File: src/lsp_pkg.sv
// Shared types, constants and helpers for the LED status pattern generator.
// Used by the front, queue, back and top-level modules. No dependencies.
`default_nettype none

package lsp_pkg;

	// ring size; led_index carries PIXEL_COUNT for the status LED
	localparam int PIXEL_COUNT = 8;
	localparam int IDX_W = $clog2(PIXEL_COUNT + 1);
	localparam int POS_W = (PIXEL_COUNT > 1) ? $clog2(PIXEL_COUNT) : 1;

	// frame queue between front and back (power of two)
	localparam int QUEUE_DEPTH = 2;

	// configuration register indexes
	localparam int CFG_INDEX_W = 1;
	localparam logic [CFG_INDEX_W-1:0] REG_FRAME_PERIOD = 1'b0;
	localparam logic [CFG_INDEX_W-1:0] REG_FLASH_HOLD   = 1'b1;
	localparam logic [9:0]  FRAME_PERIOD_RESET = 10'd33;
	localparam logic [15:0] FLASH_HOLD_RESET   = 16'd600;

	// command codes
	localparam logic CMD_TICK = 1'b0;
	localparam logic CMD_SET  = 1'b1;

	// display modes
	typedef enum logic [2:0] {
		MODE_IDLE       = 3'd0,
		MODE_SCANNING   = 3'd1,
		MODE_ATTACK     = 3'd2,
		MODE_CAPTURE_OK = 3'd3,
		MODE_ERROR      = 3'd4
	} mode_t;

	// pattern timing in ms
	localparam int SCAN_STEP_MS = 120;
	localparam int OK_BLINK_MS  = 80;
	localparam int ERR_BLINK_MS = 150;

	// breathing levels: base + tri * span / 128
	localparam int IDLE_BASE   = 10;
	localparam int IDLE_SPAN   = 70;
	localparam int ATTACK_BASE = 40;
	localparam int ATTACK_SPAN = 215;
	localparam int LEVEL_SHIFT = 7;

	// divide by three for values below 256: (x * 171) >> 9
	localparam int THIRD_MUL   = 171;
	localparam int THIRD_SHIFT = 9;

	// colour levels
	localparam logic [7:0] LVL_FULL     = 8'd255;
	localparam logic [7:0] LVL_SCAN_DIM = 8'd20;
	localparam logic [7:0] LVL_SCAN_DOT = 8'd180;
	localparam logic [7:0] LVL_OFF      = 8'd0;

	// input word
	typedef struct packed {
		logic       cmd;
		logic [2:0] mode;
	} in_item_t;

	// output word, one per LED
	typedef struct packed {
		logic [3:0] led_index;
		logic [7:0] red;
		logic [7:0] green;
		logic [7:0] blue;
		logic       last;
	} out_item_t;

	// configuration register values
	typedef struct packed {
		logic [9:0]  frame_period_ms;
		logic [15:0] flash_hold_ms;
	} cfg_t;

	// one frame as decided by the front
	typedef struct packed {
		mode_t            mode;
		logic [POS_W-1:0] pos;
		logic [7:0]       level;
		logic             on;
	} frame_t;

	// queue status
	typedef struct packed {
		logic full;
		logic empty;
	} q_stat_t;

	// triangle wave over one byte of phase
	function automatic logic [6:0] tri_wave(input logic [7:0] p);
		return p[7] ? ~p[6:0] : p[6:0];
	endfunction

endpackage

`default_nettype wire

File: src/lsp_queue.sv
// Short frame queue between the front and the back of the pattern generator.
// Depends on lsp_pkg for the frame and status types.
`default_nettype none

module lsp_queue (
	input  wire logic            clk,
	input  wire logic            arst_n,
	input  wire logic            push,
	input  wire lsp_pkg::frame_t push_frame,
	input  wire logic            pop,
	output lsp_pkg::frame_t      head,
	output lsp_pkg::q_stat_t     stat
);

	localparam int PTR_W = (lsp_pkg::QUEUE_DEPTH > 1) ? $clog2(lsp_pkg::QUEUE_DEPTH) : 1;
	localparam int CNT_W = $clog2(lsp_pkg::QUEUE_DEPTH + 1);

	lsp_pkg::frame_t  entry_q [lsp_pkg::QUEUE_DEPTH];
	logic [PTR_W-1:0] wr_ptr_q;
	logic [PTR_W-1:0] rd_ptr_q;
	logic [CNT_W-1:0] count_q;

	// status and head word
	assign stat.full  = (count_q == CNT_W'(lsp_pkg::QUEUE_DEPTH));
	assign stat.empty = (count_q == '0);
	assign head       = entry_q[rd_ptr_q];

	// entry storage
	always_ff @(posedge clk) begin
		if (push) begin
			entry_q[wr_ptr_q] <= push_frame;
		end
	end

	// pointers and fill level
	always_ff @(posedge clk or negedge arst_n) begin
		if (!arst_n) begin
			wr_ptr_q <= '0;
			rd_ptr_q <= '0;
			count_q  <= '0;
		end else begin
			if (push) begin
				wr_ptr_q <= wr_ptr_q + PTR_W'(1);
			end
			if (pop) begin
				rd_ptr_q <= rd_ptr_q + PTR_W'(1);
			end
			if (push && !pop) begin
				count_q <= count_q + CNT_W'(1);
			end else if (pop && !push) begin
				count_q <= count_q - CNT_W'(1);
			end
		end
	end

endmodule

`default_nettype wire

File: src/lsp_front.sv
// Front of the pattern generator: takes ticks and mode sets, keeps time and
// mode state, and queues one frame word per frame due. Depends on lsp_pkg.
`default_nettype none

module lsp_front (
	input  wire logic               clk,
	input  wire logic               arst_n,
	input  wire logic               item_valid,
	output logic                    item_stall,
	input  wire lsp_pkg::in_item_t  item,
	input  wire lsp_pkg::cfg_t      cfg,
	input  wire lsp_pkg::q_stat_t   q_stat,
	output logic                    push,
	output lsp_pkg::frame_t         push_frame
);

	// time and mode state
	logic [31:0]               time_q;
	logic [31:0]               last_frame_q;
	logic [31:0]               flash_start_q;
	lsp_pkg::mode_t            mode_q;
	lsp_pkg::mode_t            saved_q;

	// running remainders of the millisecond clock
	logic [6:0]                scan_rem_q;
	logic [lsp_pkg::POS_W-1:0] scan_pos_q;
	logic [6:0]                ok_rem_q;
	logic                      ok_phase_q;
	logic [7:0]                err_rem_q;
	logic                      err_phase_q;

	logic                      accept;
	logic                      tick;
	logic                      set_ok;
	logic                      set_flash;
	logic                      wrap;
	logic [31:0]               now;
	logic [6:0]                scan_rem_n;
	logic [lsp_pkg::POS_W-1:0] scan_pos_n;
	logic [6:0]                ok_rem_n;
	logic                      ok_phase_n;
	logic [7:0]                err_rem_n;
	logic                      err_phase_n;
	logic [31:0]               elapsed;
	logic [31:0]               flash_age;
	logic                      frame_due;
	logic                      expired;
	logic                      is_flash;
	lsp_pkg::mode_t            draw_mode;
	logic [6:0]                tri_idle;
	logic [6:0]                tri_atk;
	logic [13:0]               prod_idle;
	logic [14:0]               prod_atk;
	logic [7:0]                lvl_idle;
	logic [7:0]                lvl_atk;

	// handshake: hold off only while the queue has no room
	assign item_stall = q_stat.full;
	assign accept     = item_valid && !q_stat.full;
	assign tick       = accept && (item.cmd == lsp_pkg::CMD_TICK);
	assign set_ok     = accept && (item.cmd == lsp_pkg::CMD_SET)
		&& (item.mode <= 3'(lsp_pkg::MODE_ERROR));
	assign set_flash  = (item.mode == 3'(lsp_pkg::MODE_CAPTURE_OK))
		|| (item.mode == 3'(lsp_pkg::MODE_ERROR));

	// next millisecond and its remainders; all restart when the clock wraps
	assign wrap = &time_q;
	assign now  = time_q + 32'd1;

	always_comb begin
		scan_rem_n  = scan_rem_q + 7'd1;
		scan_pos_n  = scan_pos_q;
		ok_rem_n    = ok_rem_q + 7'd1;
		ok_phase_n  = ok_phase_q;
		err_rem_n   = err_rem_q + 8'd1;
		err_phase_n = err_phase_q;
		if (scan_rem_q == 7'(lsp_pkg::SCAN_STEP_MS - 1)) begin
			scan_rem_n = '0;
			if (scan_pos_q == lsp_pkg::POS_W'(lsp_pkg::PIXEL_COUNT - 1)) begin
				scan_pos_n = '0;
			end else begin
				scan_pos_n = scan_pos_q + lsp_pkg::POS_W'(1);
			end
		end
		if (ok_rem_q == 7'(lsp_pkg::OK_BLINK_MS - 1)) begin
			ok_rem_n   = '0;
			ok_phase_n = !ok_phase_q;
		end
		if (err_rem_q == 8'(lsp_pkg::ERR_BLINK_MS - 1)) begin
			err_rem_n   = '0;
			err_phase_n = !err_phase_q;
		end
		if (wrap) begin
			scan_rem_n  = '0;
			scan_pos_n  = '0;
			ok_rem_n    = '0;
			ok_phase_n  = 1'b0;
			err_rem_n   = '0;
			err_phase_n = 1'b0;
		end
	end

	// frame due test and flash expiry
	assign elapsed   = now - last_frame_q;
	assign flash_age = now - flash_start_q;
	assign frame_due = (elapsed >= {22'd0, cfg.frame_period_ms});
	assign expired   = (flash_age > {16'd0, cfg.flash_hold_ms});
	assign is_flash  = (mode_q == lsp_pkg::MODE_CAPTURE_OK) || (mode_q == lsp_pkg::MODE_ERROR);
	assign draw_mode = (is_flash && expired) ? saved_q : mode_q;

	// breathing levels for idle and attack
	assign tri_idle  = lsp_pkg::tri_wave(now[11:4]);
	assign tri_atk   = lsp_pkg::tri_wave(now[10:3]);
	assign prod_idle = 14'(tri_idle) * 14'(lsp_pkg::IDLE_SPAN);
	assign prod_atk  = 15'(tri_atk) * 15'(lsp_pkg::ATTACK_SPAN);
	assign lvl_idle  = 8'(lsp_pkg::IDLE_BASE) + 8'(prod_idle >> lsp_pkg::LEVEL_SHIFT);
	assign lvl_atk   = 8'(lsp_pkg::ATTACK_BASE) + 8'(prod_atk >> lsp_pkg::LEVEL_SHIFT);

	// frame word towards the back
	assign push             = tick && frame_due;
	assign push_frame.mode  = draw_mode;
	assign push_frame.pos   = scan_pos_n;
	assign push_frame.level = (draw_mode == lsp_pkg::MODE_ATTACK) ? lvl_atk : lvl_idle;
	assign push_frame.on    = (draw_mode == lsp_pkg::MODE_CAPTURE_OK) ? !ok_phase_n : !err_phase_n;

	// state update
	always_ff @(posedge clk or negedge arst_n) begin
		if (!arst_n) begin
			time_q        <= '0;
			last_frame_q  <= '0;
			flash_start_q <= '0;
			mode_q        <= lsp_pkg::MODE_IDLE;
			saved_q       <= lsp_pkg::MODE_IDLE;
			scan_rem_q    <= '0;
			scan_pos_q    <= '0;
			ok_rem_q      <= '0;
			ok_phase_q    <= 1'b0;
			err_rem_q     <= '0;
			err_phase_q   <= 1'b0;
		end else if (tick) begin
			time_q      <= now;
			scan_rem_q  <= scan_rem_n;
			scan_pos_q  <= scan_pos_n;
			ok_rem_q    <= ok_rem_n;
			ok_phase_q  <= ok_phase_n;
			err_rem_q   <= err_rem_n;
			err_phase_q <= err_phase_n;
			if (frame_due) begin
				last_frame_q <= now;
				mode_q       <= draw_mode;
			end
		end else if (set_ok) begin
			if (set_flash) begin
				saved_q       <= mode_q;
				flash_start_q <= time_q;
			end
			mode_q <= lsp_pkg::mode_t'(item.mode);
		end
	end

endmodule

`default_nettype wire

File: src/lsp_back.sv
// Back of the pattern generator: takes frame words from the queue and sends
// one colour word per ring pixel, then the status LED. Depends on lsp_pkg.
`default_nettype none

module lsp_back (
	input  wire logic               clk,
	input  wire logic               arst_n,
	input  wire lsp_pkg::q_stat_t   q_stat,
	input  wire lsp_pkg::frame_t    head,
	output logic                    pop,
	output logic                    result_valid,
	input  wire logic               result_stall,
	output lsp_pkg::out_item_t      result
);

	lsp_pkg::frame_t           frame_q;
	logic                      active_q;
	logic [lsp_pkg::IDX_W-1:0] idx_q;
	lsp_pkg::out_item_t        result_q;
	logic                      result_valid_q;

	logic                      out_free;
	logic                      emit;
	logic                      is_status;
	logic                      frame_end;
	logic                      at_dot;
	logic [15:0]               third_prod;
	logic [7:0]                third;
	logic [7:0]                red_c;
	logic [7:0]                green_c;
	logic [7:0]                blue_c;

	// sequencing over the LEDs of one frame
	assign out_free  = !result_valid_q || !result_stall;
	assign emit      = active_q && out_free;
	assign is_status = (idx_q == lsp_pkg::IDX_W'(lsp_pkg::PIXEL_COUNT));
	assign frame_end = emit && is_status;
	assign pop       = !q_stat.empty && (!active_q || frame_end);
	assign at_dot    = (idx_q == lsp_pkg::IDX_W'(frame_q.pos));

	// one third of the breathing level for idle green
	assign third_prod = 16'(frame_q.level) * 16'(lsp_pkg::THIRD_MUL);
	assign third      = 8'(third_prod >> lsp_pkg::THIRD_SHIFT);

	// colour of the current LED
	always_comb begin
		red_c   = lsp_pkg::LVL_OFF;
		green_c = lsp_pkg::LVL_OFF;
		blue_c  = lsp_pkg::LVL_OFF;
		unique case (frame_q.mode)
			lsp_pkg::MODE_IDLE: begin
				green_c = third;
				blue_c  = frame_q.level;
			end
			lsp_pkg::MODE_SCANNING: begin
				if (is_status) begin
					blue_c = lsp_pkg::LVL_FULL;
				end else if (at_dot) begin
					blue_c = lsp_pkg::LVL_SCAN_DOT;
				end else begin
					blue_c = lsp_pkg::LVL_SCAN_DIM;
				end
			end
			lsp_pkg::MODE_ATTACK: begin
				red_c = is_status ? lsp_pkg::LVL_FULL : frame_q.level;
			end
			lsp_pkg::MODE_CAPTURE_OK: begin
				green_c = frame_q.on ? lsp_pkg::LVL_FULL : lsp_pkg::LVL_OFF;
			end
			default: begin
				red_c = frame_q.on ? lsp_pkg::LVL_FULL : lsp_pkg::LVL_OFF;
			end
		endcase
	end

	// frame register and LED counter
	always_ff @(posedge clk or negedge arst_n) begin
		if (!arst_n) begin
			active_q <= 1'b0;
			idx_q    <= '0;
		end else if (pop) begin
			active_q <= 1'b1;
			idx_q    <= '0;
		end else if (frame_end) begin
			active_q <= 1'b0;
		end else if (emit) begin
			idx_q <= idx_q + lsp_pkg::IDX_W'(1);
		end
	end

	always_ff @(posedge clk) begin
		if (pop) begin
			frame_q <= head;
		end
	end

	// output register
	always_ff @(posedge clk or negedge arst_n) begin
		if (!arst_n) begin
			result_valid_q <= 1'b0;
		end else if (emit) begin
			result_valid_q <= 1'b1;
		end else if (!result_stall) begin
			result_valid_q <= 1'b0;
		end
	end

	always_ff @(posedge clk) begin
		if (emit) begin
			result_q.led_index <= 4'(idx_q);
			result_q.red       <= red_c;
			result_q.green     <= green_c;
			result_q.blue      <= blue_c;
			result_q.last      <= is_status;
		end
	end

	assign result_valid = result_valid_q;
	assign result       = result_q;

endmodule

`default_nettype wire

File: src/led_status_pattern_generator.sv
// LED status pattern generator: a tick and mode-set input word, one colour
// word per LED out. Top level; depends on lsp_pkg, lsp_front, lsp_queue, lsp_back.
//
// Each input word is a one-millisecond tick or a mode set. Words are taken one
// a cycle while the two-deep frame queue has room. A tick that falls due for
// a frame (frame_period_ms since the last one) yields PIXEL_COUNT+1 result
// words, ring pixels first and the status LED last with last set; they leave
// one a cycle from the output register while result_stall is low, and each
// frame passes through the frame queue, the frame register and the output
// register. Mode sets and ticks with no frame produce no words. Configuration
// writes are always ready and take effect on the next word.
`default_nettype none

module led_status_pattern_generator (
	input  wire logic                                clk,
	input  wire logic                                arst_n,
	input  wire logic                                item_valid,
	output logic                                     item_stall,
	input  wire lsp_pkg::in_item_t                   item,
	output logic                                     result_valid,
	input  wire logic                                result_stall,
	output lsp_pkg::out_item_t                       result,
	input  wire logic                                cfg_valid,
	output logic                                     cfg_ready,
	input  wire logic [lsp_pkg::CFG_INDEX_W-1:0]     cfg_index,
	input  wire logic [15:0]                         cfg_data
);

	lsp_pkg::cfg_t    cfg_q;
	lsp_pkg::q_stat_t q_stat;
	lsp_pkg::frame_t  push_frame;
	lsp_pkg::frame_t  head;
	logic             push;
	logic             pop;

	// configuration registers
	assign cfg_ready = 1'b1;

	always_ff @(posedge clk or negedge arst_n) begin
		if (!arst_n) begin
			cfg_q.frame_period_ms <= lsp_pkg::FRAME_PERIOD_RESET;
			cfg_q.flash_hold_ms   <= lsp_pkg::FLASH_HOLD_RESET;
		end else if (cfg_valid && cfg_ready) begin
			unique case (cfg_index)
				lsp_pkg::REG_FRAME_PERIOD: cfg_q.frame_period_ms <= cfg_data[9:0];
				lsp_pkg::REG_FLASH_HOLD:   cfg_q.flash_hold_ms   <= cfg_data;
				default: ;
			endcase
		end
	end

	// front: time, mode and frame decisions
	lsp_front u_front (
		.clk        (clk),
		.arst_n     (arst_n),
		.item_valid (item_valid),
		.item_stall (item_stall),
		.item       (item),
		.cfg        (cfg_q),
		.q_stat     (q_stat),
		.push       (push),
		.push_frame (push_frame)
	);

	// frame queue
	lsp_queue u_queue (
		.clk        (clk),
		.arst_n     (arst_n),
		.push       (push),
		.push_frame (push_frame),
		.pop        (pop),
		.head       (head),
		.stat       (q_stat)
	);

	// back: colour words
	lsp_back u_back (
		.clk          (clk),
		.arst_n       (arst_n),
		.q_stat       (q_stat),
		.head         (head),
		.pop          (pop),
		.result_valid (result_valid),
		.result_stall (result_stall),
		.result       (result)
	);

	// no push into a full queue
	a_no_overflow: assert property (@(posedge clk) disable iff (!arst_n)
		push |-> !q_stat.full)
		else $error("frame pushed into full queue");

	// no pop from an empty queue
	a_no_underflow: assert property (@(posedge clk) disable iff (!arst_n)
		pop |-> !q_stat.empty)
		else $error("frame popped from empty queue");

	// a frame closes on the status LED
	a_last_on_status: assert property (@(posedge clk) disable iff (!arst_n)
		result_valid |-> (result.last == (result.led_index == 4'(lsp_pkg::PIXEL_COUNT))))
		else $error("last flag does not match status LED index");

	// after a closing word is taken, the next word starts at the first pixel
	a_frame_restart: assert property (@(posedge clk) disable iff (!arst_n)
		(result_valid && !result_stall && result.last) ##1 result_valid
		|-> (result.led_index == 4'd0) || $stable(result))
		else $error("frame did not restart at first pixel");

endmodule

`default_nettype wire

File: config.mk
export PLATFORM = sky130hd
export DESIGN_NAME = led_status_pattern_generator
export DESIGN_NICKNAME = d
export VERILOG_FILES = /design/src/lsp_pkg.sv /design/src/lsp_queue.sv /design/src/lsp_front.sv /design/src/lsp_back.sv /design/src/led_status_pattern_generator.sv
export SDC_FILE = /design/constraint.sdc
export NUM_CORES = 1
export LEC_CHECK = 0
export BUFFER_PORTS_ARGS = -buffer_cell sky130_fd_sc_hd__buf_4
export CAP_MARGIN = 20
export CELL_PAD_IN_SITES_DETAIL_PLACEMENT = 1
export CELL_PAD_IN_SITES_GLOBAL_PLACEMENT = 2
export CORE_MARGIN = 2
export CORE_UTILIZATION = 41
export CTS_BUF_LIST = sky130_fd_sc_hd__clkbuf_4 sky130_fd_sc_hd__clkbuf_8 sky130_fd_sc_hd__clkbuf_16
export CTS_CLUSTER_SIZE = 25
export DETAILED_ROUTE_END_ITERATION = 10
export MAX_ROUTING_LAYER = met4
export PLACE_DENSITY = 0.88
export REMOVE_ABC_BUFFERS = 1
export SYNTH_ARGS = -nofsm -noshare
export SYNTH_HDL_FRONTEND = slang
export SYNTH_SLANG_ARGS = --single-unit
File: constraint.sdc
create_clock -name clk -period 10.7 [get_ports clk]
set_clock_uncertainty 0.1 [all_clocks]
set_input_delay 2.14 -clock clk [delete_from_list [all_inputs] [get_ports clk]]
set_output_delay 2.14 -clock clk [all_outputs]
set_load 0.05 [all_outputs]
==> reports/qor.log, run 1 <==
qor: worst_setup_path.max_stage_delay 0.59 ns
qor: placed_design.area_of_placed_instances 0.01903 mm2
qor: power_and_ir_drop.p_clk_share 18.6%
qor: synth.synth_area_per_cell 9.382 um2
qor: final_layout.finalNetCount 2207
qor: clocking.clockBufferDepth 3
qor: worst_setup_path.worst-path-buf-inv 5
qor: min_path.min-delay-start u_front.err_rem_q[7]
qor: clocking.number_of_buffers_created_by_cts 28
qor: drt.drt_first_pass_iters 4
qor: timing.clock.fmax 118.7 MHz
qor: synth.flip_flop_cell_with_the_highest_count_after_synthesis sky130_fd_sc_hd__dfrtp_1
qor: worst_setup_path.r2r_slack 2.28 ns
qor: min_path.hold_path_depth 1
qor: timing.clock_period_minus_final_worst_setup_slack 8.424 ns
qor: timing.slew_viol_final 0
qor: drt.wl_met1 21080 um
qor: clocking.hold_buffers 0
qor: global_route.globalRoute.totalOverflow 0
qor: run_status.run_status completed
qor: floorplanning.coreArea 0.04327 mm2
qor: worst_setup_path.cp-end-kind register
qor: drt.dr_total_vias 13.88k
qor: drt.wl_per_cell 17.93 um
qor: drt.drt_iter0_markers 601
qor: floorplanning.floorplan.rows 76
qor: timing.rsz0062_at_grt false
qor: timing.finalSetupViolations 0
qor: synth.postSynthRegisterBits 239
qor: synth.ys_warn_count 0
qor: placed_design.buffer_ports.inserted 56
qor: timing.fin_ws 2.276 ns
qor: placed_design.gp_congestion 0.8620
qor: timing.final.period_utilization 78.73%
qor: power_and_ir_drop.internal_power 2.929 mW
qor: floorplanning.chipHeight 213.9 um
qor: power_and_ir_drop.power-per-cell-area 257.8 mW/mm2
qor: clocking.clock_root_buffer_master sky130_fd_sc_hd__clkbuf_16
qor: synth.ys_types 83
qor: drt.highest_layer met4
qor: global_route.global_route_wire_length_before_repair 76430 um
qor: floorplanning.floorplan.initialDensity 41.74%
qor: floorplanning.die_width 213.9 um
qor: power_and_ir_drop.net-switching-power 2.217 mW
qor: placed_design.placedCellCount 2512
qor: flow_run.maxCapViolCount 0
qor: power_and_ir_drop.pwr-share-seq 25.4%
qor: power_and_ir_drop.power.total 5.147 mW
qor: worst_setup_path.path_delay_family adder cells
qor: synth.synth-edff-count 74
qor: synth.post_synth_instance_area 0.01806 mm2
qor: worst_setup_path.critical_path.reg2reg.startpoint u_front.time_q[0]
qor: drt.routed_wl 45990 um
qor: timing.worstMarginPinSlew 0.8769 ns
qor: worst_setup_path.critical_path_class reg2reg
qor: timing.worst_hold_slack 0.3833 ns
qor: final_layout.final_layout_size_suffix_gt1_share 11.12%
qor: worst_setup_path.timing.rr.end u_queue.entry_q[0][8]
qor: timing.maxSlewHeadroom 40.03%
qor: synth.synthesis.instances 1925
qor: clocking.tritoncts done
qor: clocking.cts_htree_levels 1
qor: clocking.worst_skew_late_latency 0.57 ns
qor: power_and_ir_drop.comb_power_share 55.9%
qor: drt.drt_drc_violations_left 0
qor: final_layout.area_delta_synth_final 10.53%
qor: power_and_ir_drop.power.share.switching 43.08%
qor: drt.met3_wire_length 1149 um
qor: final_layout.final_util 46.14%
qor: clocking.numClockSinks 239
qor: clocking.post_cts.repair.setup_buffers 0
qor: power_and_ir_drop.vdd_ir_drop_max 0.0001356 V
qor: worst_setup_path.timing.critical_path.fanout_max 11
qor: final_layout.stdcell_area 0.01996 mm2
qor: worst_setup_path.timing.reg2reg.worst_path_depth 29
qor: synth.ys_async_sr_fraction 69.04%
qor: placed_design.detailedPlacementHpwl 36110 um
qor: worst_setup_path.crit_slowest_cell sky130_fd_sc_hd__xnor2_1
qor: floorplanning.floorplan.io_pins 58
qor: worst_setup_path.timing.critical_path.required 10.87 ns
qor: global_route.antenna_found_initial 0
qor: placed_design.dp_slack 2.280 ns
qor: timing.hold_viol 0
qor: drt.ant_nets 0
qor: final_layout.finalNonFillerCells 2564
qor: clocking.cts_resized 0
qor: global_route.grt_util_all_layers 21.40%
qor: clocking.worst_setup_hold_path_clk_slew 0.06 ns
qor: global_route.first_global_vias 14.91k
qor: power_and_ir_drop.leakage_dissipation 9.455 nW
qor: worst_setup_path.setup.worst_path.start_class register
qor: drt.routed_via_density 5.413
qor: drt.route.met2.wl 22690 um
qor: timing.timing.setup.tns 0 ns
qor: worst_setup_path.worstPathArrival 8.60 ns
qor: global_route.maximum_number_of_pins_on_one_net_before_global_route_repair 68
qor: min_path.min_delay_worst_endpoint u_front.err_rem_q[7]
qor: final_layout.num_antenna_cells 0
qor: floorplanning.die_area 0.04574 mm2
qor: worst_setup_path.cp_common_cell sky130_fd_sc_hd__inv_1
qor: min_path.worst_min_delay_path_category reg2reg
qor: synth.proportion_of_synthesized_chip_area_in_sequential_cells 35.21%
[worst register-to-register path: cells and delay by family (launching register included)]
kind / cells / cell delay, ns
adder cells (fa/ha/maj): 7 / 2.93
AND/OR/NAND/NOR: 5 / 1.68
AO/OA/AOI/OAI: 7 / 1.30
XOR/XNOR: 4 / 1.17
flip-flops: 1 / 0.47
buffers and inverters: 5 / 0.38
multiplexers: 1 / 0.12
[logic make-up after synthesis]
logic type               synth area share [%]
other                                 0.02076
multiplexers                            5.501
adder cells (fa/ha/maj)                 16.77
buffers and inverters                   5.868
flip-flops                              35.21
AO/OA/AOI/OAI                           14.42
XOR/XNOR                                7.656
AND/OR/NAND/NOR                         14.56
[routing by layer]
layer / track usage, % / vias to the layer above
met5: - / -
met4: 6.034 / 0
met3: 2.021 / 76
met2: 37.17 / 167
met1: 26.59 / 6847
li1: - / 6788
[power by group through the flow]
stage | registers [mW] | clock network, mW | logic [mW]
after CTS | 1.31 | 0.990 | 2.92
after floorplan | 1.34 | 0 | 2.07
final | 1.31 | 0.960 | 2.88
after global routing | 1.33 | 1.02 | 3.26
after detailed placement | 1.33 | 0 | 2.88
after global placement | 1.31 | 0 | 2.75
[worst max path at each step]
stage | slack [ns] | start | endpoint | depth (start not counted)
after floorplan | 2.94 | u_front.time_q[0] | u_queue.entry_q[0][8] | 29
after global placement | 2.61 | u_front.time_q[0] | u_queue.entry_q[0][8] | 29
after detailed placement | 2.28 | u_front.time_q[0] | u_queue.entry_q[1][8] | 29
after CTS | 2.27 | u_front.time_q[0] | u_queue.entry_q[0][8] | 29
after global routing | 1.64 | u_front.time_q[0] | u_queue.entry_q[0][8] | 29
final | 2.28 | u_front.time_q[0] | u_queue.entry_q[0][8] | 29
[sequential cells by signal (all words and copies together) (netlist names), 8 cells and up]
name,count
u_front.flash_start_q,32
u_front.err_rem_q,8
cfg_q,26
u_front.last_frame_q,32
u_queue.entry_q,30
u_front.time_q,32
u_back.result,29
u_back.frame_q,15
[cell usage after synthesis (all sizes together), types with 6 or more instances]
master   instances  area [um2]
a211oi          12       90.09
a211o            6       52.55
buf             26       143.9
nand4           28       175.2
fa              30       600.6
nor3            32       171.4
o21a            23       172.7
o22ai            7       43.79
mux2i           19       190.2
o31ai           11       96.34
clkbuf          40       150.1
or2              7       46.30
mux2            71       803.3
nor2b           17       106.4
xnor2           93       822.0
o21bai          10       75.07
and3b            6       52.55
nor3b            6       45.04
xor2            64       560.5
nor2           135       506.7
ha             194        2427
nand2          166       623.1
nor4             7       65.06
nand3b           6       45.04
o21ai          106       530.5
inv            204       765.7
and3            17       106.4
or3             12       75.07
nand2b          11       68.82
edfxtp          74        2222
a31oi           12       75.07
and4             7       61.31
o211ai          10       75.07
a21oi          125       625.6
o2111ai          6       52.55
a21o            27       202.7
dfrtp          159        3979
nand3           49       250.2
and2            14       87.58
dfstp            6       157.7
[final cells by class]
cell class | count | area (um2)
Fill cell | 4900 | 23300
Tap cell | 585 | 732.0
Multi-Input combinational cell | 1416 | 10650
Sequential cell | 239 | 6359
Inverter | 204 | 765.7
Clock inverter | 16 | 136.4
Clock buffer | 36 | 790.8
Timing Repair Buffer | 68 | 525.5
[cells in the final DEF (no fill, tap or decap), types with 65 or more instances in the layout]
cell                       count
sky130_fd_sc_hd__a21oi_1     124
sky130_fd_sc_hd__buf_4        65
sky130_fd_sc_hd__dfrtp_1     159
sky130_fd_sc_hd__edfxtp_1     74
sky130_fd_sc_hd__ha_1        194
sky130_fd_sc_hd__inv_1       203
sky130_fd_sc_hd__mux2_2       70
sky130_fd_sc_hd__nand2_1     166
sky130_fd_sc_hd__nor2_1      134
sky130_fd_sc_hd__o21ai_0     106
sky130_fd_sc_hd__xnor2_1      92
No activity file was read; power rests on OpenSTA's default activity.
==> inputs of run 2 (changes only) <==
==> constraint.sdc (replaced) <==
create_clock -name clk -period 8.5 [get_ports clk]
set_clock_uncertainty 0.1 [all_clocks]
set_input_delay 1.7 -clock clk [delete_from_list [all_inputs] [get_ports clk]]
set_output_delay 1.7 -clock clk [all_outputs]
set_load 0.05 [all_outputs]
==> run 2 against run 1 <==
Compared with the run above: register-to-register slack worse by 1.8 ns; critical path type unchanged; sequential power increased by 25%; highest routed layer unchanged; first-iteration DRC count shrank 4.7%; design area increased by 0.50%; clock-buffer cell count increased by 2; worst hold slack better by 0.013 ns; clock power up 26%.
==> reports/qor.log, run 2 (synthesized netlist as in run 1, its figures left out) <==
qor: run_status.run_status completed [unchanged]
qor: global_route.grt_util_all_layers 21.30% [was 21.40%]
qor: timing.clock.fmax 124.2 MHz [was 118.7 MHz]
qor: drt.drt_first_pass_iters 4 [unchanged]
qor: timing.final.period_utilization 94.71% [was 78.73%]
qor: clocking.worst_setup_hold_path_clk_slew 0.06 ns [about the same]
qor: drt.routed_via_density 5.459 [was 5.413]
qor: worst_setup_path.max_stage_delay 0.54 ns [was 0.59 ns]
qor: floorplanning.chipHeight 213.9 um [unchanged]
qor: timing.worstMarginPinSlew 0.9415 ns [was 0.8769 ns]
qor: min_path.worst_min_delay_path_category reg2reg [unchanged]
qor: min_path.min-delay-start u_queue.wr_ptr_q [was u_front.err_rem_q[7]]
qor: power_and_ir_drop.vdd_ir_drop_max 0.0001665 V [was 0.0001356 V]
qor: final_layout.top_flop_regs u_front.flash_start_q (32), u_front.last_frame_q (32), u_front.time_q (32) [unchanged]
qor: drt.drt_iter0_markers 573 [was 601]
qor: worst_setup_path.cp-end-kind register [unchanged]
qor: clocking.number_of_buffers_created_by_cts 28 [unchanged]
qor: worst_setup_path.critical_path_class reg2reg [unchanged]
qor: timing.slew_viol_final 0 [unchanged]
qor: floorplanning.coreArea 0.04327 mm2 [unchanged]
qor: clocking.clockBufferDepth 3 [unchanged]
qor: min_path.min_delay_worst_endpoint u_queue.wr_ptr_q [was u_front.err_rem_q[7]]
qor: worst_setup_path.timing.rr.end u_queue.entry_q[0][8] [unchanged]
qor: worst_setup_path.critical_path.reg2reg.startpoint u_front.time_q[0] [unchanged]
qor: timing.maxSlewHeadroom 37.23% [was 40.03%]
qor: drt.ant_nets 0 [unchanged]
qor: timing.worst_hold_slack 0.3964 ns [was 0.3833 ns]
qor: placed_design.gp_congestion 0.8775 [was 0.8620]
qor: global_route.maximum_number_of_pins_on_one_net_before_global_route_repair 71 [was 68]
qor: drt.routed_wl 46020 um [was 45990 um]
qor: final_layout.area_delta_synth_final 11.08% [was 10.53%]
qor: timing.clock_period_minus_final_worst_setup_slack 8.050 ns [was 8.424 ns]
qor: worst_setup_path.timing.critical_path.required 8.68 ns [was 10.87 ns]
qor: final_layout.most-common-layout-cells sky130_fd_sc_hd__inv_1, sky130_fd_sc_hd__ha_1, sky130_fd_sc_hd__nand2_1, sky130_fd_sc_hd__dfrtp_1, sky130_fd_sc_hd__nor2_1 [unchanged]
qor: min_path.hold_path_depth 1 [unchanged]
qor: timing.timing.setup.tns 0 ns [unchanged]
qor: timing.rsz0062_at_grt false [unchanged]
qor: placed_design.buffer_ports.inserted 56 [unchanged]
qor: global_route.global_route_wire_length_before_repair 76370 um [was 76430 um]
qor: final_layout.finalNetCount 2209 [was 2207]
qor: placed_design.detailedPlacementHpwl 35940 um [was 36110 um]
qor: clocking.numClockSinks 239 [unchanged]
qor: timing.hold_viol 0 [unchanged]
qor: clocking.tritoncts done [unchanged]
qor: floorplanning.die_width 213.9 um [unchanged]
qor: drt.dr_total_vias 14.01k [was 13.88k]
qor: worst_setup_path.timing.critical_path.fanout_max 11 [unchanged]
qor: power_and_ir_drop.leakage_dissipation 9.499 nW [was 9.455 nW]
qor: power_and_ir_drop.power.total 6.470 mW [was 5.147 mW]
qor: timing.fin_ws 0.4497 ns [was 2.276 ns]
qor: clocking.clock_root_buffer_master sky130_fd_sc_hd__clkbuf_16 [unchanged]
qor: global_route.first_global_vias 15.02k [was 14.91k]
qor: final_layout.final_layout_size_suffix_gt1_share 11.66% [was 11.12%]
qor: global_route.globalRoute.totalOverflow 0 [unchanged]
qor: clocking.worst_skew_late_latency 0.58 ns [was 0.57 ns]
qor: worst_setup_path.setup.worst_path.start_class register [unchanged]
qor: floorplanning.floorplan.io_pins 58 [unchanged]
qor: placed_design.dp_slack 0.02420 ns [was 2.280 ns]
qor: global_route.antenna_found_initial 0 [unchanged]
qor: floorplanning.die_area 0.04574 mm2 [unchanged]
qor: floorplanning.floorplan.initialDensity 41.74% [unchanged]
qor: worst_setup_path.timing.reg2reg.worst_path_depth 29 [unchanged]
qor: drt.wl_per_cell 17.93 um [about the same]
qor: clocking.cts_htree_levels 1 [unchanged]
qor: flow_run.maxCapViolCount 0 [unchanged]
qor: floorplanning.floorplan.rows 76 [unchanged]
qor: worst_setup_path.crit_slowest_cell sky130_fd_sc_hd__fa_1 [was sky130_fd_sc_hd__xnor2_1]
qor: timing.finalSetupViolations 0 [unchanged]
qor: power_and_ir_drop.power-per-cell-area 322.5 mW/mm2 [was 257.8 mW/mm2]
qor: drt.drt_drc_violations_left 0 [unchanged]
qor: worst_setup_path.worstPathArrival 8.23 ns [was 8.60 ns]
qor: worst_setup_path.r2r_slack 0.45 ns [was 2.28 ns]
qor: final_layout.layout.cells.most_common sky130_fd_sc_hd__inv_1 [unchanged]
qor: final_layout.num_antenna_cells 0 [unchanged]
-- run 2: changes by cell type in the layout (fill, tap and decap cells not counted), sizes merged --
cell,previous run,this run
clkbuf,36,38
buf,68,70
inv,204,205
clkinvlp,4,1
bufinv,2,1
clkinv,10,11
-- run 2: metal layers --
metal	global-route usage, %	vias to the layer above	routed length [um]
met5	-	-	0
met4	5.795	0	1079
met3	1.919	66	1050
met2	36.98	157	22650
met1	26.61	6981	21240
li1	-	6805	-
-- run 2: area by class of cell --
class | instances | area [um2]
timing repair buffer | 70 | 540.5
fill | 4957 | 23210
tap | 585 | 732.0
inverter | 204 | 765.7
clock buffer | 38 | 818.3
multi-input combinational | 1416 | 10730
sequential | 239 | 6359
clock inverter | 14 | 115.1
-- run 2: what timing repair did --
action                                  4_1_cts  5_1_grt
endpoints found under the setup margin        2        4
setup buffers                                 0        1
resized for setup                             1       10
pin swaps                                     0        1
hold buffers                                  0        0
-- run 2: worst max-delay path by stage --
stage | from | to | slack (ns)
after detailed placement | u_front.time_q[0] | u_queue.entry_q[1][8] | 0.02
after CTS | u_front.time_q[0] | u_queue.entry_q[1][8] | 0.11
after global placement | u_front.time_q[0] | u_queue.entry_q[0][8] | 0.50
after floorplan | u_front.time_q[0] | u_queue.entry_q[0][8] | 0.74
after global routing | u_front.time_q[0] | u_queue.entry_q[0][8] | 0.04
final | u_front.time_q[0] | u_queue.entry_q[0][8] | 0.45
-- run 2: worst max-delay path, delay by kind of cell (launching register included) --
| kind | cells | cell delay, ns |
|---|---|---|
| flops | 1 | 0.46 |
| buf+inv | 5 | 0.50 |
| mux | 1 | 0.12 |
| xor+xnor | 4 | 0.81 |
| simple gates | 5 | 1.55 |
| fa+ha+maj | 7 | 2.95 |
| compound gates | 7 | 1.23 |
-- run 2: report_power, final --
part,internal (mW),total [mW],switching (mW)
clock,0.707,1.21,0.508
combinational,1.51,3.61,2.10
sequential,1.46,1.64,0.187
total,3.67,6.47,2.80
-- run 2: through the flow --
stage	std cells	util (%)	instance area [um2]
floorplan	1859	-	17770
global placement	2511	43.95	19020
detailed placement	2512	43.99	19030
CTS	2564	46.16	19970
global route	2566	46.37	20060
finish	2566	46.37	20060
==> inputs of run 3 (changes only) <==
--- a/config.mk
+++ b/config.mk
@@ -5,17 +5,18 @@
 export SDC_FILE = /design/constraint.sdc
 export NUM_CORES = 1
 export LEC_CHECK = 0
+export ABC_AREA = 1
 export BUFFER_PORTS_ARGS = -buffer_cell sky130_fd_sc_hd__buf_4
 export CAP_MARGIN = 20
 export CELL_PAD_IN_SITES_DETAIL_PLACEMENT = 1
 export CELL_PAD_IN_SITES_GLOBAL_PLACEMENT = 2
 export CORE_MARGIN = 2
-export CORE_UTILIZATION = 41
+export CORE_UTILIZATION = 39
 export CTS_BUF_LIST = sky130_fd_sc_hd__clkbuf_4 sky130_fd_sc_hd__clkbuf_8 sky130_fd_sc_hd__clkbuf_16
 export CTS_CLUSTER_SIZE = 25
 export DETAILED_ROUTE_END_ITERATION = 10
 export MAX_ROUTING_LAYER = met4
-export PLACE_DENSITY = 0.88
+export PLACE_DENSITY = 0.89
 export REMOVE_ABC_BUFFERS = 1
 export SYNTH_ARGS = -nofsm -noshare
 export SYNTH_HDL_FRONTEND = slang
==> run 3 against run 2 <==
Compared with the run above: fmax up 15%; utilization down 2.3 points; sequential share of layout area down 0.53 points; synthesized cell count up 20%; non-clock buffer count down 1; setup slack better by 1.0 ns; flip-flop and latch count unchanged; routed wire length up 8.0%; die area up 5.7%.
==> reports/qor.log, run 3 <==
qor: drt.drt_drc_violations_left 0 [unchanged]
qor: clocking.post_cts.repair.setup_buffers 0 [unchanged]
qor: timing.clock.fmax 142.4 MHz [was 124.2 MHz]
qor: final_layout.area_delta_synth_final 12.25% [was 11.08%]
qor: drt.drt_iter0_markers 782 [was 573]
qor: synth.synth_top_cells_by_area sky130_fd_sc_hd__dfrtp_1, sky130_fd_sc_hd__ha_1, sky130_fd_sc_hd__edfxtp_1 [unchanged]
qor: timing.maxSlewHeadroom 36.05% [was 37.23%]
qor: drt.wl_per_cell 16.56 um [was 17.93 um]
qor: final_layout.top_flop_regs u_front.flash_start_q (32), u_front.last_frame_q (32), u_front.time_q (32) [unchanged]
qor: clocking.numClockSinks 239 [unchanged]
qor: final_layout.layout_fillers 5665 [was 4957]
qor: synth.postSynthRegisterBits 239 [unchanged]
qor: global_route.antenna_found_initial 0 [unchanged]
qor: timing.slew_viol_final 0 [unchanged]
qor: min_path.min_delay_worst_endpoint u_front.last_frame_q[28] [was u_queue.wr_ptr_q]
qor: worst_setup_path.critical_path_class reg2reg [unchanged]
qor: global_route.maximum_number_of_pins_on_one_net_before_global_route_repair 93 [was 71]
qor: drt.dr_total_vias 15.24k [was 14.01k]
qor: worst_setup_path.max_stage_delay 0.57 ns [was 0.54 ns]
qor: synth.synth_area_per_cell 7.862 um2 [was 9.382 um2]
qor: timing.clock_period_minus_final_worst_setup_slack 7.022 ns [was 8.050 ns]
qor: min_path.hold_path_depth 2 [was 1]
qor: synth.synthDominantAreaCellType sky130_fd_sc_hd__dfrtp_1 [unchanged]
qor: worst_setup_path.path_delay_family adder cells [unchanged]
qor: final_layout.final-seq-area 0.006359 mm2 [unchanged]
qor: placed_design.buffer_ports.inserted 56 [unchanged]
qor: final_layout.multi_input_comb_area 0.01016 mm2 [was 0.01073 mm2]
qor: final_layout.finalNetCount 2622 [was 2209]
qor: clocking.cts_resized 0 [was 1]
qor: clocking.number_of_buffers_created_by_cts 28 [unchanged]
qor: placed_design.gp_congestion 0.8956 [was 0.8775]
qor: worst_setup_path.timing.rr.end u_queue.entry_q[0][8] [unchanged]
qor: floorplanning.floorplan.initialDensity 39.29% [was 41.74%]
qor: worst_setup_path.timing.critical_path.required 8.72 ns [was 8.68 ns]
qor: synth.synthMostInstantiatedCell sky130_fd_sc_hd__nand2_1 [was sky130_fd_sc_hd__inv_1]
qor: final_layout.final_layout_size_suffix_gt1_share 8.312% [was 11.66%]
qor: timing.finalSetupViolations 0 [unchanged]
qor: drt.routed_via_density 5.079 [was 5.459]
qor: global_route.global_route_wire_length_before_repair 82630 um [was 76370 um]
qor: min_path.min-delay-start u_front.last_frame_q[28] [was u_queue.wr_ptr_q]
qor: synth.post_synth_instance_area 0.01818 mm2 [was 0.01806 mm2]
qor: final_layout.layout.cells.most_common sky130_fd_sc_hd__nand2_1 [was sky130_fd_sc_hd__inv_1]
qor: synth.synthesis.instances 2312 [was 1925]
qor: clocking.worst_setup_hold_path_clk_slew 0.06 ns [about the same]
qor: worst_setup_path.cp_common_cell sky130_fd_sc_hd__inv_1
qor: worst_setup_path.worst-path-buf-inv 6 [was 5]
qor: worst_setup_path.cp-end-kind register [unchanged]
qor: run_status.run_status completed [unchanged]
qor: floorplanning.floorplan.io_pins 58 [unchanged]
qor: synth.ys_warn_count 0 [unchanged]
qor: global_route.globalRoute.totalOverflow 0 [unchanged]
qor: floorplanning.coreArea 0.04626 mm2 [was 0.04327 mm2]
qor: placed_design.detailedPlacementHpwl 39860 um [was 35940 um]
qor: floorplanning.chipHeight 219.9 um [was 213.9 um]
qor: clocking.clock_root_buffer_master sky130_fd_sc_hd__clkbuf_16 [unchanged]
qor: timing.worstMarginPinSlew 0.9592 ns [was 0.9415 ns]
qor: clocking.hold_buffers 0 [unchanged]
qor: global_route.grt_util_all_layers 21.78% [was 21.30%]
qor: worst_setup_path.critical_path.reg2reg.startpoint u_front.time_q[0] [unchanged]
qor: final_layout.num_antenna_cells 0 [unchanged]
qor: worst_setup_path.timing.reg2reg.worst_path_depth 29 [unchanged]
qor: drt.drt_first_pass_iters 5 [was 4]
qor: drt.routed_wl 49680 um [was 46020 um]
qor: final_layout.most-common-layout-cells sky130_fd_sc_hd__nand2_1, sky130_fd_sc_hd__inv_1, sky130_fd_sc_hd__o21ai_0, sky130_fd_sc_hd__ha_1, sky130_fd_sc_hd__dfrtp_1 [was sky130_fd_sc_hd__inv_1, sky130_fd_sc_hd__ha_1, sky130_fd_sc_hd__nand2_1, sky130_fd_sc_hd__dfrtp_1, sky130_fd_sc_hd__nor2_1]
qor: timing.rsz0062_at_grt false [unchanged]
qor: synth.synth.top_cells.by_count sky130_fd_sc_hd__nand2_1, sky130_fd_sc_hd__inv_1, sky130_fd_sc_hd__o21ai_0 [was sky130_fd_sc_hd__inv_1, sky130_fd_sc_hd__ha_1, sky130_fd_sc_hd__nand2_1]
qor: worst_setup_path.crit_slowest_cell sky130_fd_sc_hd__fa_1 [unchanged]
qor: clocking.tritoncts done [unchanged]
qor: floorplanning.die_width 219.9 um [was 213.9 um]
qor: worst_setup_path.worstPathArrival 7.24 ns [was 8.23 ns]
qor: global_route.first_global_vias 16.03k [was 15.02k]
qor: flow_run.maxCapViolCount 0 [unchanged]
qor: timing.hold_viol 0 [unchanged]
qor: timing.timing.setup.tns 0 ns [unchanged]
qor: floorplanning.die_area 0.04835 mm2 [was 0.04574 mm2]
qor: worst_setup_path.timing.critical_path.fanout_max 12 [was 11]
qor: drt.ant_nets 0 [unchanged]
qor: clocking.cts_htree_levels 1 [unchanged]
qor: synth.ys_types 64 [was 83]
qor: clocking.clockBufferDepth 3 [unchanged]
qor: worst_setup_path.critical_path.startpoint u_front.time_q[0] [unchanged]
qor: timing.final.period_utilization 82.61% [was 94.71%]
qor: floorplanning.floorplan.rows 79 [was 76]
qor: worst_setup_path.r2r_slack 1.48 ns [was 0.45 ns]
qor: clocking.worst_skew_late_latency 0.58 ns [about the same]
qor: worst_setup_path.setup.worst_path.start_class register [unchanged]
qor: synth.ys_async_sr_fraction 69.04% [unchanged]
qor: synth.synth_top_area_share 21.89% [was 22.03%]
qor: synth.proportion_of_synthesized_chip_area_in_sequential_cells 34.98% [was 35.21%]
qor: synth.synth-edff-count 74 [unchanged]
qor: synth.flip_flop_cell_with_the_highest_count_after_synthesis sky130_fd_sc_hd__dfrtp_1 [unchanged]
qor: min_path.worst_min_delay_path_category reg2reg [unchanged]
-- run 3: cell count changes after synthesis, moves of 16 or more --
cell,change
sky130_fd_sc_hd__nand2_2,+19
sky130_fd_sc_hd__nand2_1,+382
sky130_fd_sc_hd__nand3_1,+24
sky130_fd_sc_hd__o21ai_0,+89
sky130_fd_sc_hd__mux2_2,-68
sky130_fd_sc_hd__xnor2_1,-55
sky130_fd_sc_hd__inv_1,+188
sky130_fd_sc_hd__clkbuf_1,-17
sky130_fd_sc_hd__mux2i_1,-19
sky130_fd_sc_hd__a21o_1,-20
sky130_fd_sc_hd__o21a_1,-16
sky130_fd_sc_hd__nor2b_1,-17
-- run 3: logic make-up after synthesis --
kind of cell	synth area share, %
DFF	34.98
muxes	0.1239
buffers and inverters	9.231
other	0.02063
AOI/OAI and AO/OA	10.92
adders and majority gates	16.66
and+or+nand+nor	22.55
xor gates and xnor gates	5.514
-- run 3: area by class of cell --
class	count	area share (%)
clock buffers	35	3.845
clock inverters	17	1.570
inverters	398	7.322
multi-input cells	1636	49.78
flip-flops and latches	239	31.16
well taps	607	3.722
repair buffers	69	2.594
-- run 3: per-layer routing --
metal  up-vias  track usage, %  share of wire [%]
met5         -               -                  0
met4         0           4.966                2.1
met2       239           35.70                 47
li1       7624               -                  -
met1      7314           28.92                 48
met3        64           2.484                3.7
-- run 3: worst max path at each step --
stage	to	slack [ns]	cells after the start
6_report	u_queue.entry_q[0][8]	1.48	29
3_5_place_dp	u_queue.entry_q[1][8]	1.45	29
4_1_cts	u_queue.entry_q[0][8]	1.45	29
3_3_place_gp	u_queue.entry_q[0][8]	1.78	29
5_1_grt	u_queue.entry_q[0][8]	0.88	29
2_1_floorplan	u_queue.entry_q[0][8]	2.25	29
-- run 3: through the flow --
step | hold slack, ns | cells | instance area (um2) | worst slack, ns | util (%)
final | 0.3836 | 3001 | 20400 | 1.478 | 44.11
after global routing | 0.4129 | 3001 | 20400 | 0.8768 | 44.11
after CTS | 0.3874 | 3000 | 20390 | 1.446 | 44.07
after detailed placement | 0.3728 | 2948 | 19280 | 1.452 | 41.69
after global placement | 0.3509 | 2948 | 19280 | 1.784 | 41.69
after floorplan | 0.3326 | 2273 | 17990 | 2.252 | -
-- run 3: worst reg2reg max path: cells and delay by family, from the launching register on --
kind	cells	cell delay, ns
compound gates	2	0.73
buf+inv	6	0.56
fa+ha+maj	6	2.62
flops	1	0.46
simple gates	13	1.61
xor+xnor	2	0.73
Power of run 3 is not shown: default switching activity piles up to over one toggle a cycle in this logic, so the estimate is an artifact.
